$ cat src/rtl/core/dkv_pkg.sv
// shared types and constants for the delimited key/value extractor
// no dependencies; imported by every rtl/core module
`timescale 1ns / 1ps
`default_nettype none

package dkv_pkg;

    localparam logic [7:0]  DELIM_FIRST      = 8'hC0;
    localparam logic [7:0]  DELIM_SECOND     = 8'h80;
    localparam logic [7:0]  KEY_SEND         = 8'h31;
    localparam logic [7:0]  KEY_RECV         = 8'h34;
    localparam logic [7:0]  KEY_TO           = 8'h35;
    localparam logic [15:0] KEY_MSG          = 16'h3431;

    localparam int          NAME_W           = 8;
    localparam int          TEXT_W           = 12;
    localparam int          CFG_IDX_W        = 2;
    localparam int          CFG_DATA_W       = 12;

    localparam logic [NAME_W-1:0] NAME_LIMIT_RESET = 8'd60;
    localparam logic [TEXT_W-1:0] TEXT_LIMIT_RESET = 12'd810;

    localparam logic [CFG_IDX_W-1:0] REG_NAME_LIMIT = 2'd0;
    localparam logic [CFG_IDX_W-1:0] REG_TEXT_LIMIT = 2'd1;

    localparam logic [1:0]  KIND_SENDER      = 2'd0;
    localparam logic [1:0]  KIND_RECEIVER    = 2'd1;
    localparam logic [1:0]  KIND_TEXT        = 2'd2;
    localparam logic [1:0]  KIND_END         = 2'd3;
    localparam logic [1:0]  KIND_IGNORE      = 2'd3;

    localparam int          QUEUE_DEPTH      = 4;

    typedef struct packed {
        logic [1:0] kind;
        logic [7:0] data;
        logic       status;
        logic [2:0] mask;
    } t_result;

endpackage

`default_nettype wire

$ cat src/rtl/core/dkv_front.sv
// byte parser: delimiter scan, key decode, limits and end-of-body status
// depends on dkv_pkg; produces at most one result per accepted byte
`timescale 1ns / 1ps
`default_nettype none

module dkv_front (
    input  wire                           i_clk,
    input  wire                           i_rst_n,
    input  wire                           i_take,
    input  wire  [7:0]                    i_data_byte,
    input  wire                           i_last_byte,
    input  wire                           i_cfg_we,
    input  wire  [dkv_pkg::CFG_IDX_W-1:0]  i_cfg_idx,
    input  wire  [dkv_pkg::CFG_DATA_W-1:0] i_cfg_data,
    output logic                          o_push,
    output dkv_pkg::t_result              o_result
);
    import dkv_pkg::*;

    logic [NAME_W-1:0] r_name_limit;
    logic [TEXT_W-1:0] r_text_limit;

    logic [7:0]        r_held_byte,  n_held_byte;
    logic              r_held_valid, n_held_valid;
    logic              r_in_value,   n_in_value;
    logic [15:0]       r_key_bytes,  n_key_bytes;
    logic [1:0]        r_key_count,  n_key_count;
    logic [1:0]        r_value_kind, n_value_kind;
    logic [1:0]        r_pair_count, n_pair_count;
    logic [2:0]        r_seen,       n_seen;
    logic [NAME_W-1:0] r_name_count, n_name_count;
    logic [TEXT_W-1:0] r_text_count, n_text_count;

    logic              is_delim;
    logic [1:0]        new_kind;
    logic [7:0]        key_first;
    logic              emit;

    always_ff @(posedge i_clk) begin
        if (!i_rst_n) begin
            r_name_limit <= NAME_LIMIT_RESET;
            r_text_limit <= TEXT_LIMIT_RESET;
        end else if (i_cfg_we) begin
            if (i_cfg_idx == REG_NAME_LIMIT) begin
                r_name_limit <= i_cfg_data[NAME_W-1:0];
            end else if (i_cfg_idx == REG_TEXT_LIMIT) begin
                r_text_limit <= i_cfg_data[TEXT_W-1:0];
            end
        end
    end

    assign key_first = r_key_bytes[7:0];
    assign is_delim  = r_held_valid && (r_held_byte == DELIM_FIRST)
                       && (i_data_byte == DELIM_SECOND);

    always_comb begin
        if (r_key_count == 2'd1 && !r_seen[0]
            && (key_first == KEY_SEND || key_first == KEY_RECV)) begin
            new_kind = KIND_SENDER;
        end else if (r_key_count == 2'd1 && !r_seen[1] && key_first == KEY_TO) begin
            new_kind = KIND_RECEIVER;
        end else if (r_key_count == 2'd2 && r_key_bytes == KEY_MSG) begin
            new_kind = KIND_TEXT;
        end else begin
            new_kind = KIND_IGNORE;
        end
    end

    always_comb begin
        n_held_byte  = r_held_byte;
        n_held_valid = r_held_valid;
        n_in_value   = r_in_value;
        n_key_bytes  = r_key_bytes;
        n_key_count  = r_key_count;
        n_value_kind = r_value_kind;
        n_pair_count = (r_pair_count == 2'd3) ? 2'd3 : r_pair_count + 2'd1;
        n_seen       = r_seen;
        n_name_count = r_name_count;
        n_text_count = r_text_count;
        emit         = 1'b0;

        if (is_delim) begin
            n_held_valid = 1'b0;
            if (!r_in_value) begin
                if (new_kind != KIND_IGNORE) begin
                    n_seen = r_seen | (3'b001 << new_kind);
                end
                n_value_kind = new_kind;
                n_name_count = '0;
                n_in_value   = 1'b1;
            end else begin
                n_in_value   = 1'b0;
                n_key_bytes  = '0;
                n_key_count  = '0;
                n_value_kind = KIND_IGNORE;
                n_pair_count = '0;
            end
        end else begin
            if (r_held_valid) begin
                if (!r_in_value) begin
                    if (r_key_count == 2'd0) begin
                        n_key_bytes = {8'h00, r_held_byte};
                    end else if (r_key_count == 2'd1) begin
                        n_key_bytes = {r_held_byte, r_key_bytes[7:0]};
                    end
                    if (r_key_count != 2'd3) begin
                        n_key_count = r_key_count + 2'd1;
                    end
                end else if (r_value_kind == KIND_SENDER || r_value_kind == KIND_RECEIVER) begin
                    if (r_name_count < r_name_limit) begin
                        n_name_count = r_name_count + 8'd1;
                        emit         = 1'b1;
                    end
                end else if (r_value_kind == KIND_TEXT) begin
                    if (r_text_count < r_text_limit) begin
                        n_text_count = r_text_count + 12'd1;
                        emit         = 1'b1;
                    end
                end
            end
            n_held_byte  = i_data_byte;
            n_held_valid = 1'b1;
        end

        o_result.kind   = r_value_kind;
        o_result.data   = r_held_byte;
        o_result.status = 1'b0;
        o_result.mask   = '0;
        o_push          = i_take && emit;

        // end of body wins over a released byte and clears body state
        if (i_last_byte) begin
            o_result.kind   = KIND_END;
            o_result.data   = '0;
            o_result.status = (n_pair_count > 2'd2);
            o_result.mask   = (n_pair_count > 2'd2) ? 3'b000 : n_seen;
            o_push          = i_take;
            n_held_byte     = '0;
            n_held_valid    = 1'b0;
            n_in_value      = 1'b0;
            n_key_bytes     = '0;
            n_key_count     = '0;
            n_value_kind    = KIND_IGNORE;
            n_pair_count    = '0;
            n_seen          = '0;
            n_name_count    = '0;
            n_text_count    = '0;
        end
    end

    always_ff @(posedge i_clk) begin
        if (!i_rst_n) begin
            r_held_byte  <= '0;
            r_held_valid <= 1'b0;
            r_in_value   <= 1'b0;
            r_key_bytes  <= '0;
            r_key_count  <= '0;
            r_value_kind <= KIND_IGNORE;
            r_pair_count <= '0;
            r_seen       <= '0;
            r_name_count <= '0;
            r_text_count <= '0;
        end else if (i_take) begin
            r_held_byte  <= n_held_byte;
            r_held_valid <= n_held_valid;
            r_in_value   <= n_in_value;
            r_key_bytes  <= n_key_bytes;
            r_key_count  <= n_key_count;
            r_value_kind <= n_value_kind;
            r_pair_count <= n_pair_count;
            r_seen       <= n_seen;
            r_name_count <= n_name_count;
            r_text_count <= n_text_count;
        end
    end

endmodule

`default_nettype wire

$ cat src/rtl/core/dkv_queue.sv
// result queue between parser and output channel, registered head
// depends on dkv_pkg for the result type
`timescale 1ns / 1ps
`default_nettype none

module dkv_queue #(
    parameter int P_DEPTH = 4
) (
    input  wire               i_clk,
    input  wire               i_rst_n,
    input  wire               i_push,
    input  dkv_pkg::t_result  i_result,
    output logic              o_full,
    output logic              o_valid,
    input  wire               i_ready,
    output dkv_pkg::t_result  o_result
);
    import dkv_pkg::*;

    localparam int PTR_W = (P_DEPTH > 1) ? $clog2(P_DEPTH) : 1;
    localparam int CNT_W = $clog2(P_DEPTH + 1);
    localparam logic [PTR_W-1:0] LAST_PTR = PTR_W'(P_DEPTH - 1);
    localparam logic [CNT_W-1:0] FULL_CNT = CNT_W'(P_DEPTH);

    t_result           r_mem [P_DEPTH];
    logic [PTR_W-1:0]  r_wr_ptr;
    logic [PTR_W-1:0]  r_rd_ptr;
    logic [CNT_W-1:0]  r_count;
    logic              pop;

    assign o_full   = (r_count == FULL_CNT);
    assign o_valid  = (r_count != '0);
    assign pop      = o_valid && i_ready;
    assign o_result = r_mem[r_rd_ptr];

    always_ff @(posedge i_clk) begin
        if (i_push) begin
            r_mem[r_wr_ptr] <= i_result;
        end
    end

    always_ff @(posedge i_clk) begin
        if (!i_rst_n) begin
            r_wr_ptr <= '0;
            r_rd_ptr <= '0;
            r_count  <= '0;
        end else begin
            if (i_push) begin
                r_wr_ptr <= (r_wr_ptr == LAST_PTR) ? '0 : r_wr_ptr + 1'b1;
            end
            if (pop) begin
                r_rd_ptr <= (r_rd_ptr == LAST_PTR) ? '0 : r_rd_ptr + 1'b1;
            end
            unique case ({i_push, pop})
                2'b10:   r_count <= r_count + 1'b1;
                2'b01:   r_count <= r_count - 1'b1;
                default: r_count <= r_count;
            endcase
        end
    end

endmodule

`default_nettype wire

$ cat src/rtl/core/delimited_key_value_extractor.sv
// a result is written into the output queue at the accepting edge and is valid from the next cycle
// throughput: one byte per cycle, limited only by the output queue filling when stalled
// a value byte shows up one byte late, once its successor rules out a delimiter
// synchronous active-low reset clears parse state and queue; limits return to 60 and 810
// depends on dkv_pkg, dkv_front and dkv_queue
`timescale 1ns / 1ps
`default_nettype none

module delimited_key_value_extractor #(
    parameter int P_QUEUE_DEPTH = dkv_pkg::QUEUE_DEPTH
) (
    input  wire                           i_clk,
    input  wire                           i_rst_n,
    input  wire                           i_valid,
    output logic                          o_ready,
    input  wire  [7:0]                    i_data_byte,
    input  wire                           i_last_byte,
    input  wire                           i_cfg_we,
    input  wire  [dkv_pkg::CFG_IDX_W-1:0]  i_cfg_idx,
    input  wire  [dkv_pkg::CFG_DATA_W-1:0] i_cfg_data,
    output logic                          o_valid,
    input  wire                           i_ready,
    output logic [1:0]                    o_out_kind,
    output logic [7:0]                    o_out_byte,
    output logic                          o_end_status,
    output logic [2:0]                    o_found_mask
);
    import dkv_pkg::*;

    logic    take;
    logic    push;
    logic    full;
    t_result front_result;
    t_result head;

    assign o_ready = !full;
    assign take    = i_valid && o_ready;

    dkv_front u_front (
        .i_clk       (i_clk),
        .i_rst_n     (i_rst_n),
        .i_take      (take),
        .i_data_byte (i_data_byte),
        .i_last_byte (i_last_byte),
        .i_cfg_we    (i_cfg_we),
        .i_cfg_idx   (i_cfg_idx),
        .i_cfg_data  (i_cfg_data),
        .o_push      (push),
        .o_result    (front_result)
    );

    dkv_queue #(
        .P_DEPTH (P_QUEUE_DEPTH)
    ) u_queue (
        .i_clk    (i_clk),
        .i_rst_n  (i_rst_n),
        .i_push   (push),
        .i_result (front_result),
        .o_full   (full),
        .o_valid  (o_valid),
        .i_ready  (i_ready),
        .o_result (head)
    );

    assign o_out_kind   = head.kind;
    assign o_out_byte   = head.data;
    assign o_end_status = head.status;
    assign o_found_mask = head.mask;

endmodule

`default_nettype wire

$ cat config.mk
export PLATFORM = sky130hd
export DESIGN_NAME = delimited_key_value_extractor
export DESIGN_NICKNAME = d
export VERILOG_FILES = /design/src/rtl/core/dkv_pkg.sv /design/src/rtl/core/dkv_front.sv /design/src/rtl/core/dkv_queue.sv /design/src/rtl/core/delimited_key_value_extractor.sv
export SDC_FILE = /design/constraint.sdc
export NUM_CORES = 1
export LEC_CHECK = 0
export BUFFER_PORTS_ARGS = -buffer_cell sky130_fd_sc_hd__buf_2
export CAP_MARGIN = 20
export CORE_ASPECT_RATIO = 1.4
export CORE_MARGIN = 2
export CORE_UTILIZATION = 38
export CTS_CLUSTER_DIAMETER = 150
export DETAILED_ROUTE_END_ITERATION = 8
export GPL_TIMING_DRIVEN = 0
export RECOVER_POWER = 25
export SETUP_SLACK_MARGIN = 0.3
export SYNTH_ARGS = -nofsm -noshare
export SYNTH_HDL_FRONTEND = slang
export SYNTH_SLANG_ARGS = --single-unit
export TNS_END_PERCENT = 10
$ cat constraint.sdc
create_clock -name i_clk -period 3.7 [get_ports i_clk]
set_input_delay 0.74 -clock i_clk [delete_from_list [all_inputs] [get_ports i_clk]]
set_output_delay 0.74 -clock i_clk [all_outputs]
set_load 0.01 [all_outputs]
==> results of run 1 <==
==> path summary, 6_finish.rpt <==
kind / end / start / cells past startpoint / slack (ps)
setup / recovery: u_queue.r_count[2] / u_front.r_name_count[6] / 12 / 570
hold / removal: u_front.r_text_limit[2] / u_front.r_text_limit[2] / 2 / 470
setup reg to reg: u_queue.r_count[2] / u_front.r_name_count[6] / 12 / 570
hold reg to reg: u_front.r_text_limit[2] / u_front.r_text_limit[2] / 2 / 470
==> kinds of logic (layout without fill, tap and decap cells) <==
family | after synthesis | count (layout) | synth area share [%]
fa+ha+maj | 31 | 31 | 6.01
flops | 140 | 140 | 51.1
simple gates | 214 | 214 | 17.9
mux | 30 | 30 | 7.26
compound gates | 124 | 124 | 13.5
buf+inv | 60 | 135 | 3.71
xor+xnor | 4 | 4 | 0.533
==> Yosys cell counts (7+ instances only) <==
| library cell | count |
|---|---|
| dfxtp_1 | 84 |
| nand2_1 | 61 |
| edfxtp_1 | 56 |
| inv_1 | 33 |
| nor2b_1 | 31 |
| ha_1 | 30 |
| nand3_1 | 25 |
| nor2_1 | 25 |
| o21ai_0 | 21 |
| a21oi_1 | 18 |
| clkbuf_1 | 18 |
| o211ai_1 | 16 |
| mux2i_1 | 14 |
| mux4_2 | 14 |
| a21boi_0 | 13 |
| and3_1 | 11 |
| nand2b_1 | 11 |
| a22o_1 | 8 |
| a22oi_1 | 7 |
| and2_1 | 7 |
| nand4_1 | 7 |
==> per-layer routing <==
layer	routed length [µm]	part of all wire [%]	up-vias
met5	0	0	-
met4	223	1.5	0
met3	624	4.1	16
met2	8180	54	105
met1	6090	40	2341
li1	-	-	2342
==> power breakdown <==
group | switching, mW | internal (mW)
clock network | 0.714 | 0.951
registers | 0.0295 | 1.64
logic | 0.240 | 0.190
==> metrics by stage <==
stage	utilization [%]	cells	hold slack (ps)
2_1_floorplan	-	603	434
5_1_grt	45.5	910	486
6_report	45.5	910	467
3_5_place_dp	42.0	878	459
3_3_place_gp	42.0	878	451
4_1_cts	45.4	910	470
==> area by class of cell <==
class | instances | area [µm²]
multi-input combinational | 403 | 2990
sequential | 140 | 3360
clock inverter | 14 | 148
fill | 1584 | 9210
buffer | 27 | 120
clock buffer | 18 | 429
inverter | 33 | 124
timing repair buffer | 43 | 211
tap | 232 | 290
==> sequential cells by signal, summed over array words and instances, names as in the netlist, 3 cells and up, named ones only <==
signal and flops:
u_front.r_text_count 12, u_front.r_name_count 8, u_front.r_seen 3, u_queue.r_count 3
u_front.r_text_limit 12, u_queue.r_mem 56, u_front.r_key_bytes 16, u_front.r_held_byte 8
u_front.r_name_limit 8
==> worst reg2reg max path, delay by kind of cell, from the launching register on <==
family,cells,cell delay [ps]
compound gates,5,1390
buf+inv,1,70
simple gates,2,410
flops,1,340
xor+xnor,1,70
fa+ha+maj,3,770
==> metrics.md, run 1 <==
| Metric | Value |
|---|---|
| CTS Buf Count | 17 |
| Synth warn | 0 |
| RSZ-0062 raised after global routing | no |
| Pin count of the biggest net entering global routing | 17 |
| Via Count | 4,804 |
| Critical path buffers and inverters | 1 |
| Iteration-0 DRC Markers | 411 |
| Pwr dens | 491 nW/µm² |
| Area grow syn2layout | 16.6% |
| Port Buf Inserts | 43 |
| CP arrival | 3480 ps |
| Slowest cell on the critical path | a2111oi_0 |
| Yosys cell types | 69 |
| Hold Vio Cnt, Final | 0 |
| CORE AREA | 16,900 µm² |
| Crit path max fanout | 7 |
| Post-cts sizing count | 0 |
| CP endpoint kind | register |
| Fmax | 319 MHz |
| Mapped Area | 6580 µm² |
| Grt met2 use | 31.1% |
| TritonCTS clock tree | done |
| Cells after Synth | 603 |
| Max_cap viols | 0 |
| Avg Cell Area, Syn | 10.9 µm² |
| Grt met1 use | 20.0% |
| Worst-path clk slew | 60 ps |
| Register area share after synthesis | 51.1% |
| Crit path launch type | register |
| Setup ws final | 569 ps |
| EDFF count, synth | 56 |
| Layout cell share with drive strength beyond 1 | 16.8% |
| Routed WL | 15.1 mm |
| Area post-placement | 7100 µm² |
| Crit-path max cell delay | 500 ps |
| Synth area leaders | dfxtp_1 (26%), edfxtp_1 (26%), ha_1 (5.7%) |
| Synth top area share | 25.6% |
| Slew of the pin with the lowest slew margin | 837 ps |
| Row cnt | 56 |
| Max-slew violations | 0 |
| Relative slew slack | 43.8% |
| Postcts setup bufs | 0 |
| Met3 Use GR | 4.21% |
| Cell mode on critical path | ha_1 |
| Post-DP HPWL | 11.2 mm |
| Critical Path, Cell by Cell | ha_1 -> a21o_1 -> a2111oi_0 -> o31a_1 -> nor2_1 -> o2bb2ai_4 -> ha_1 -> inv_1 -> fa_1 -> xor2_1 -> or3_1 -> a21boi_0 |
| H-tree depth | 4 |
| Clk_lat worst skew | 430 ps |
| Initial antenna violation count | 0 |
| Vias per cell | 5.28 |
| Diode count | 0 |
| CP delay by family, top | compound AO/OA/AOI/OAI gates |
| DR WL/cell | 16.6 µm |
| # DRC | 0 |
| CP Class | register to register |
| HP Class | register to register |
| Asr flop ratio synth | 0% |
| Fin crit share | 84.6% |
| Most common cell after layout, fill and taps aside | dfxtp_1 |
| Die height | 160 µm |
| Clock Sinks | 140 |
| Starting Density | 39.0% |
| Primary FF master, synth | dfxtp_1 |
| Antenna viol nets, final | 0 |
| LEAKAGE | 2.91 nW |
| Total Power | 3.77 mW |
| DR pass1 iterations | 7 |
| Root Driver | clkbuf_16 |
| Yosys top cell by area | dfxtp_1 |
| CTS Buffer Depth | 2 |
| CP Data Required Time | 4050 ps |
| Nets | 724 |
| Max IR drop VDD | 0.196 mV |
| Global route total overflow | 0 |
| Status | complete, no violations |
| Die width | 115 µm |
| Ports | 44 |
| Endpoints failing setup | 0 |
| Setup TNS | 0 ps |
| Die ar. | 18,400 µm² |
| Most frequent cells in the layout | dfxtp_1 (84), nand2_1 (61), edfxtp_1 (56) |
| Syn Nets | 662 |
| Tot GR Track Use | 17.6% |
| Seq cells post-synth | 140 |
| Hold-fix buffers, CTS | 0 |
| Final Cell Area | 7670 µm² |
| Clock skew | 7.71 ps |
| First-pass GRT wire length | 25.1 mm |
| RD Place Congestion | 0.892 |
| Layer with the highest usage | met2 |
| Vias in the first global route | 4,894 |
| Pre-CTS WS | 39.2 ps |
| Final Critical Period | 3130 ps |
(Power assumes the default switching activity.)
==> run 2, diff against run 1 <==
clock period = 2.55 ns   (was 3.7 ns; I/O delays follow)
==> metrics.md, run 2 (synthesis results as in run 1) <==
| Metric | Value |
|---|---|
| Clock skew | 8.81 ps (was 7.71 ps) |
| Failing checks | setup timing |
| Starting Density | 39.0% (unchanged) |
| Cell internal pwr | 4.05 mW (was 2.78 mW) |
| Layer with the highest usage | met2 (unchanged) |
| Area post-placement | 7170 µm² (was 7100 µm²) |
| CP Launch Point | u_queue.r_count[2] (was u_front.r_name_count[6]) |
| H-tree depth | 4 (unchanged) |
| Row cnt | 56 (unchanged) |
| Pre-CTS WS | -457 ps (was 39.2 ps) |
| Placed cells | 878 (unchanged) |
| Comb pwr share | 13.1% (was 11.4%) |
| Final Cell Area | 8120 µm² (was 7670 µm²) |
| Most common cell after layout, fill and taps aside | dfxtp_1 (unchanged) |
| Clk_lat worst skew | 430 ps (about the same) |
| Non-filler cells, final | 921 (was 910) |
| Power share of the sequential group | 43.3% (was 44.4%) |
| CORE AREA | 16,900 µm² (unchanged) |
| CTS Buf Count | 17 (unchanged) |
| Pin count of the biggest net entering global routing | 18 (was 17) |
| Clock Sinks | 140 (unchanged) |
| Hold Vio Cnt, Final | 0 (unchanged) |
| # DRC | 0 (unchanged) |
| Most frequent cells in the layout | dfxtp_1 (71), nand2_1 (61), edfxtp_1 (56) (was dfxtp_1 (84), nand2_1 (61), edfxtp_1 (56)) |
| Setup TNS | -25.9 ps (was 0 ps) |
| Global route total overflow | 0 (unchanged) |
| HP Start | i_cfg_data[9] (was u_front.r_text_limit[2]) |
| First-pass GRT wire length | 25.1 mm (about the same) |
| Die width | 115 µm (unchanged) |
| Crit path max fanout | 6 (was 7) |
| Relative slew slack | 52.3% (was 43.8%) |
| CP Data Required Time | 2920 ps (was 4050 ps) |
| Slowest cell on the critical path | or3b_1 (was a2111oi_0) |
| Max-slew violations | 0 (unchanged) |
| Cell mode on critical path | nor2_2 (was ha_1) |
| Antenna viol nets, final | 0 (unchanged) |
| Switching pwr | 1.56 mW (was 0.984 mW) |
| Tot GR Track Use | 17.6% (about the same) |
| Fin crit share | 101% (was 84.6%) |
| Max IR drop VDD | 0.270 mV (was 0.196 mV) |
| Vias per cell | 5.28 (about the same) |
| CP Class | register to register (unchanged) |
| DR pass1 iterations | 4 (was 7) |
| RSZ-0062 raised after global routing | yes (was no) |
| Endpoints failing setup | 1 (was 0) |
| Worst-path clk slew | 70 ps (was 60 ps) |
| Fmax | 388 MHz (was 319 MHz) |
| TritonCTS clock tree | done (unchanged) |
| CP arrival | 2940 ps (was 3480 ps) |
| Status | finished with violations (was complete, no violations) |
| Iteration-0 DRC Markers | 293 (was 411) |
| Setup ws final | -25.9 ps (was 569 ps) |
| Flip-flop count of the largest register after layout | 56 (unchanged) |
| Ports | 44 (unchanged) |
| Slew of the pin with the lowest slew margin | 714 ps (was 837 ps) |
| Initial antenna violation count | 0 (unchanged) |
| Diode count | 0 (unchanged) |
| Via Count | 4,863 (was 4,804) |
| Max_cap viols | 0 (unchanged) |
| Switching Fraction | 27.8% (was 26.1%) |
| Die ar. | 18,400 µm² (unchanged) |
| Grt met2 use | 31.4% (was 31.1%) |
| Crit-path max cell delay | 370 ps (was 500 ps) |
| Layout cell share with drive strength beyond 1 | 24.8% (was 16.8%) |
| Post-DP HPWL | 11.4 mm (was 11.2 mm) |
| Final Critical Period | 2580 ps (was 3130 ps) |
| Clock network power share | 43.6% (was 44.2%) |
| Area grow syn2layout | 23.4% (was 16.6%) |
| Final core utilization | 48.1% (was 45.5%) |
| Crit path launch type | register (unchanged) |
| Nets | 735 (was 724) |
| Total Power | 5.61 mW (was 3.77 mW) |
| Hold-fix buffers, CTS | 0 (unchanged) |
| Critical Path, Cell by Cell | or3b_1 -> buf_4 -> nand2_1 -> nor2_2 -> nor2_2 -> o2bb2ai_4 -> ha_4 -> inv_2 -> fa_2 -> xor2_1 -> or3_1 -> a21boi_1 (was ha_1 -> a21o_1 -> a2111oi_0 -> o31a_1 -> nor2_1 -> o2bb2ai_4 -> ha_1 -> inv_1 -> fa_1 -> xor2_1 -> or3_1 -> a21boi_0) |
| Routed WL | 15.7 mm (was 15.1 mm) |
| R2R Path Start | u_queue.r_count[2] (was u_front.r_name_count[6]) |
| Top Registers | u_queue.r_mem x56, u_front.r_key_bytes x16 (unchanged) |
| Vias in the first global route | 4,881 (was 4,894) |
| HP Class | input pin to register (was register to register) |
| CTS Buffer Depth | 2 (unchanged) |
| Port Buf Inserts | 43 (unchanged) |
| Met3 Use GR | 3.68% (was 4.21%) |
| Biggest register | u_queue.r_mem (unchanged) |
| Die height | 160 µm (unchanged) |
| DR WL/cell | 17.1 µm (was 16.6 µm) |
| Final hold slack | 319 ps (was 467 ps) |
| Root Driver | clkbuf_16 (unchanged) |
| Pwr dens | 691 nW/µm² (was 491 nW/µm²) |
| LEAKAGE | 3.05 nW (was 2.91 nW) |
| Grt met1 use | 19.9% (was 20.0%) |
| RD Place Congestion | 0.870 (was 0.892) |
| CP endpoint kind | register (unchanged) |
## run 2: what timing repair did
item,in CTS,in global routing
setup buffers,5,6
endpoints found under the setup margin,107,94
pin swaps,10,12
gates resized for setup,42,20
## run 2: routing by layer
layer / vias to the layer above / wire length, µm
met5: - / 0
met1: 2384 / 6300
met4: 0 / 368
met2: 80 / 8500
met3: 26 / 573
li1: 2373 / -
## run 2: power groups by stage
stage	clock network [mW]	registers [mW]	logic [mW]
5_1_grt	2.58	2.43	0.817
4_1_cts	2.49	2.43	0.732
3_3_place_gp	0	2.47	0.641
6_report	2.45	2.43	0.738
3_5_place_dp	0	2.48	0.659
2_1_floorplan	0	2.46	0.460
## run 2: final timing paths
path                                            endpoint  slack (ps)  cells after the start
worst max-delay path                  u_queue.r_count[2]         -30                     12
worst min-delay path             u_front.r_text_limit[9]         320                      3
worst max register to register        u_queue.r_count[2]         -30                     12
worst min register to register  u_front.r_text_limit[10]         470                      2
## run 2: final cells by class
| type | count | area, µm² |
|---|---|---|
| inverters | 33 | 124 |
| flip-flops and latches | 140 | 3380 |
| clock inverters | 15 | 166 |
| fillers | 1547 | 8770 |
| repair buffers | 54 | 352 |
| clock buffers | 17 | 425 |
| plain buffers | 27 | 159 |
| multi-input cells | 403 | 3220 |
| well taps | 232 | 290 |
## run 2: worst max-delay path, delay by kind of cell, from the launching register on
family,cells,cell delay (ps)
AND/OR/NAND/NOR,5,1020
adder cells (fa/ha/maj),2,490
flip-flops,1,350
AO/OA/AOI/OAI,2,260
buffers and inverters,2,200
XOR/XNOR,1,170
==> run 3, diff against run 2 <==
REMOVE_ABC_BUFFERS = 1   (was unset)
==> metrics.md, run 3 (synthesis results as in run 1) <==
| Metric | Value |
|---|---|
| Status | finished with violations (unchanged) |
| Failing checks | setup timing (unchanged) |
| Antenna viol nets, final | 0 (unchanged) |
| Slew of the pin with the lowest slew margin | 870 ps (was 714 ps) |
| Vias per cell | 5.28 (about the same) |
| DR WL/cell | 15.8 µm (was 17.1 µm) |
| Ports | 44 (unchanged) |
| Total Power | 5.57 mW (was 5.61 mW) |
| RD Place Congestion | 0.883 (was 0.870) |
| Clock Sinks | 140 (unchanged) |
| Setup ws final | -47.6 ps (was -25.9 ps) |
| Clk_lat worst skew | 430 ps (about the same) |
| CORE AREA | 16,900 µm² (unchanged) |
| Root Driver | clkbuf_16 (unchanged) |
| CP Class | register to register (unchanged) |
| First-pass GRT wire length | 23.6 mm (was 25.1 mm) |
| Top Registers | u_queue.r_mem x56, u_front.r_key_bytes x16 (unchanged) |
| Grt met2 use | 28.4% (was 31.4%) |
| Tot GR Track Use | 16.3% (was 17.6%) |
| Pwr dens | 689 nW/µm² (was 691 nW/µm²) |
| Final core utilization | 47.9% (was 48.1%) |
| Most frequent cells in the layout | dfxtp_1 (66), nand2_1 (60), edfxtp_1 (56) (was dfxtp_1 (71), nand2_1 (61), edfxtp_1 (56)) |
| Placed cells | 852 (was 878) |
| Post-DP HPWL | 9.73 mm (was 11.4 mm) |
| Clock skew | 10.1 ps (was 8.81 ps) |
| Flip-flop count of the largest register after layout | 56 (unchanged) |
| CP Data Required Time | 2910 ps (was 2920 ps) |
| Cell internal pwr | 4.16 mW (was 4.05 mW) |
| Fin crit share | 102% (was 101%) |
| Initial antenna violation count | 0 (unchanged) |
| CTS Buf Count | 17 (unchanged) |
| Power share of the sequential group | 44.5% (was 43.3%) |
| Row cnt | 56 (unchanged) |
| LEAKAGE | 3.03 nW (was 3.05 nW) |
| Crit path max fanout | 4 (was 6) |
| Pre-CTS WS | -939 ps (was -457 ps) |
| Max IR drop VDD | 0.296 mV (was 0.270 mV) |
| TritonCTS clock tree | done (unchanged) |
| Die ar. | 18,400 µm² (unchanged) |
| Switching Fraction | 25.2% (was 27.8%) |
| Final hold slack | 308 ps (was 319 ps) |
| Nets | 720 (was 735) |
| Worst-path clk slew | 60 ps (was 70 ps) |
| Die width | 115 µm (unchanged) |
| Die height | 160 µm (unchanged) |
| Setup TNS | -47.6 ps (was -25.9 ps) |
| Max-slew violations | 0 (unchanged) |
| Relative slew slack | 41.6% (was 52.3%) |
| Non-filler cells, final | 906 (was 921) |
| Global route total overflow | 0 (unchanged) |
| Starting Density | 39.0% (unchanged) |
| CTS Buffer Depth | 2 (unchanged) |
| Endpoints failing setup | 1 (unchanged) |
| Worst R2R Setup Slack | -50 ps (was -30 ps) |
| RSZ-0062 raised after global routing | yes (unchanged) |
| Switching pwr | 1.40 mW (was 1.56 mW) |
| DR pass1 iterations | 4 (unchanged) |
| Area post-placement | 6990 µm² (was 7170 µm²) |
| Iteration-0 DRC Markers | 228 (was 293) |
| Comb pwr share | 11.6% (was 13.1%) |
| Final Cell Area | 8080 µm² (was 8120 µm²) |
| Layout cell share with drive strength beyond 1 | 27.3% (was 24.8%) |
| Max_cap viols | 0 (unchanged) |
| Port Buf Inserts | 43 (unchanged) |
| Fmax | 385 MHz (was 388 MHz) |
| Layer with the highest usage | met2 (unchanged) |
| Final Critical Period | 2600 ps (was 2580 ps) |
| Area grow syn2layout | 22.8% (was 23.4%) |
| Hold Vio Cnt, Final | 0 (unchanged) |
| Biggest register | u_queue.r_mem (unchanged) |
| Met3 Use GR | 3.64% (was 3.68%) |
| Clock network power share | 44.0% (was 43.6%) |
| HP Class | input pin to register (unchanged) |
| Vias in the first global route | 4,813 (was 4,881) |
| # fillers | 1,529 (was 1,547) |
| Hold-fix buffers, CTS | 0 (unchanged) |
| Via Count | 4,785 (was 4,863) |
| Grt met1 use | 18.4% (was 19.9%) |
| Pin count of the biggest net entering global routing | 67 (was 18) |
| Routed WL | 14.3 mm (was 15.7 mm) |
| CP endpoint kind | register (unchanged) |
| CP arrival | 2960 ps (was 2940 ps) |
| Most common cell after layout, fill and taps aside | dfxtp_1 (unchanged) |
| Diode count | 0 (unchanged) |
| # DRC | 0 (unchanged) |
| Crit path launch type | register (unchanged) |
| H-tree depth | 4 (unchanged) |
-- run 3: cell types whose count changed in the layout (fill, tap and decap cells not counted), moves of 4 or more --
cell,change
buf_4,+7
clkbuf_1,-17
dfxtp_1,-5
dfxtp_2,+4
inv_1,-4
inv_8,-6
-- run 3: final timing paths --
kind / start / endpoint / cells past startpoint
min: i_cfg_data[8] / u_front.r_text_limit[8] / 3
max reg2reg: u_front.r_name_limit[7] / u_queue.r_count[2] / 12
max: u_front.r_name_limit[7] / u_queue.r_count[2] / 12
min reg2reg: u_front.r_text_limit[2] / u_front.r_text_limit[2] / 2
-- run 3: area by class of cell --
type,instances,area (µm²),area share [%]
Sequential cell,140,3390,42.0
Multi-Input combinational cell,403,3220,39.8
Timing Repair Buffer,66,467,5.77
Clock buffer,17,425,5.26
Tap cell,232,290,3.59
Clock inverter,15,161,2.00
Inverter,33,126,1.56
-- run 3: worst max-delay path: stages, from the launching register on --
cell and delay [ps]:
dfxtp_1 320, inv_2 60, ha_4 270, nand4_1 80
o31a_1 350, nor2_2 140, o2bb2ai_4 170, ha_4 170
inv_2 40, fa_2 330, xor2_1 150, or3_1 300
a21boi_1 140
-- run 3: routing by layer --
metal | share of wire, % | wire, µm
met5 | 0 | 0
met4 | 2.7 | 387
met3 | 3.3 | 472
met2 | 53 | 7580
met1 | 41 | 5900
-- run 3: what timing repair did --
action                                  in CTS  in global routing
pin swaps                                    9                 19
endpoints found under the setup margin     101                104
resized for setup                           45                 33
cloned                                       0                  1
setup buffers                               12                  9
endpoints found under the hold margin        0                  0
-- run 3: power groups by stage --
stage / clock network [mW] / logic (mW) / registers, mW
5_1_grt: 2.60 / 0.708 / 2.49
2_1_floorplan: 0 / 0.375 / 2.49
6_report: 2.45 / 0.644 / 2.48
3_5_place_dp: 0 / 0.551 / 2.52
4_1_cts: 2.50 / 0.609 / 2.48
3_3_place_gp: 0 / 0.535 / 2.52
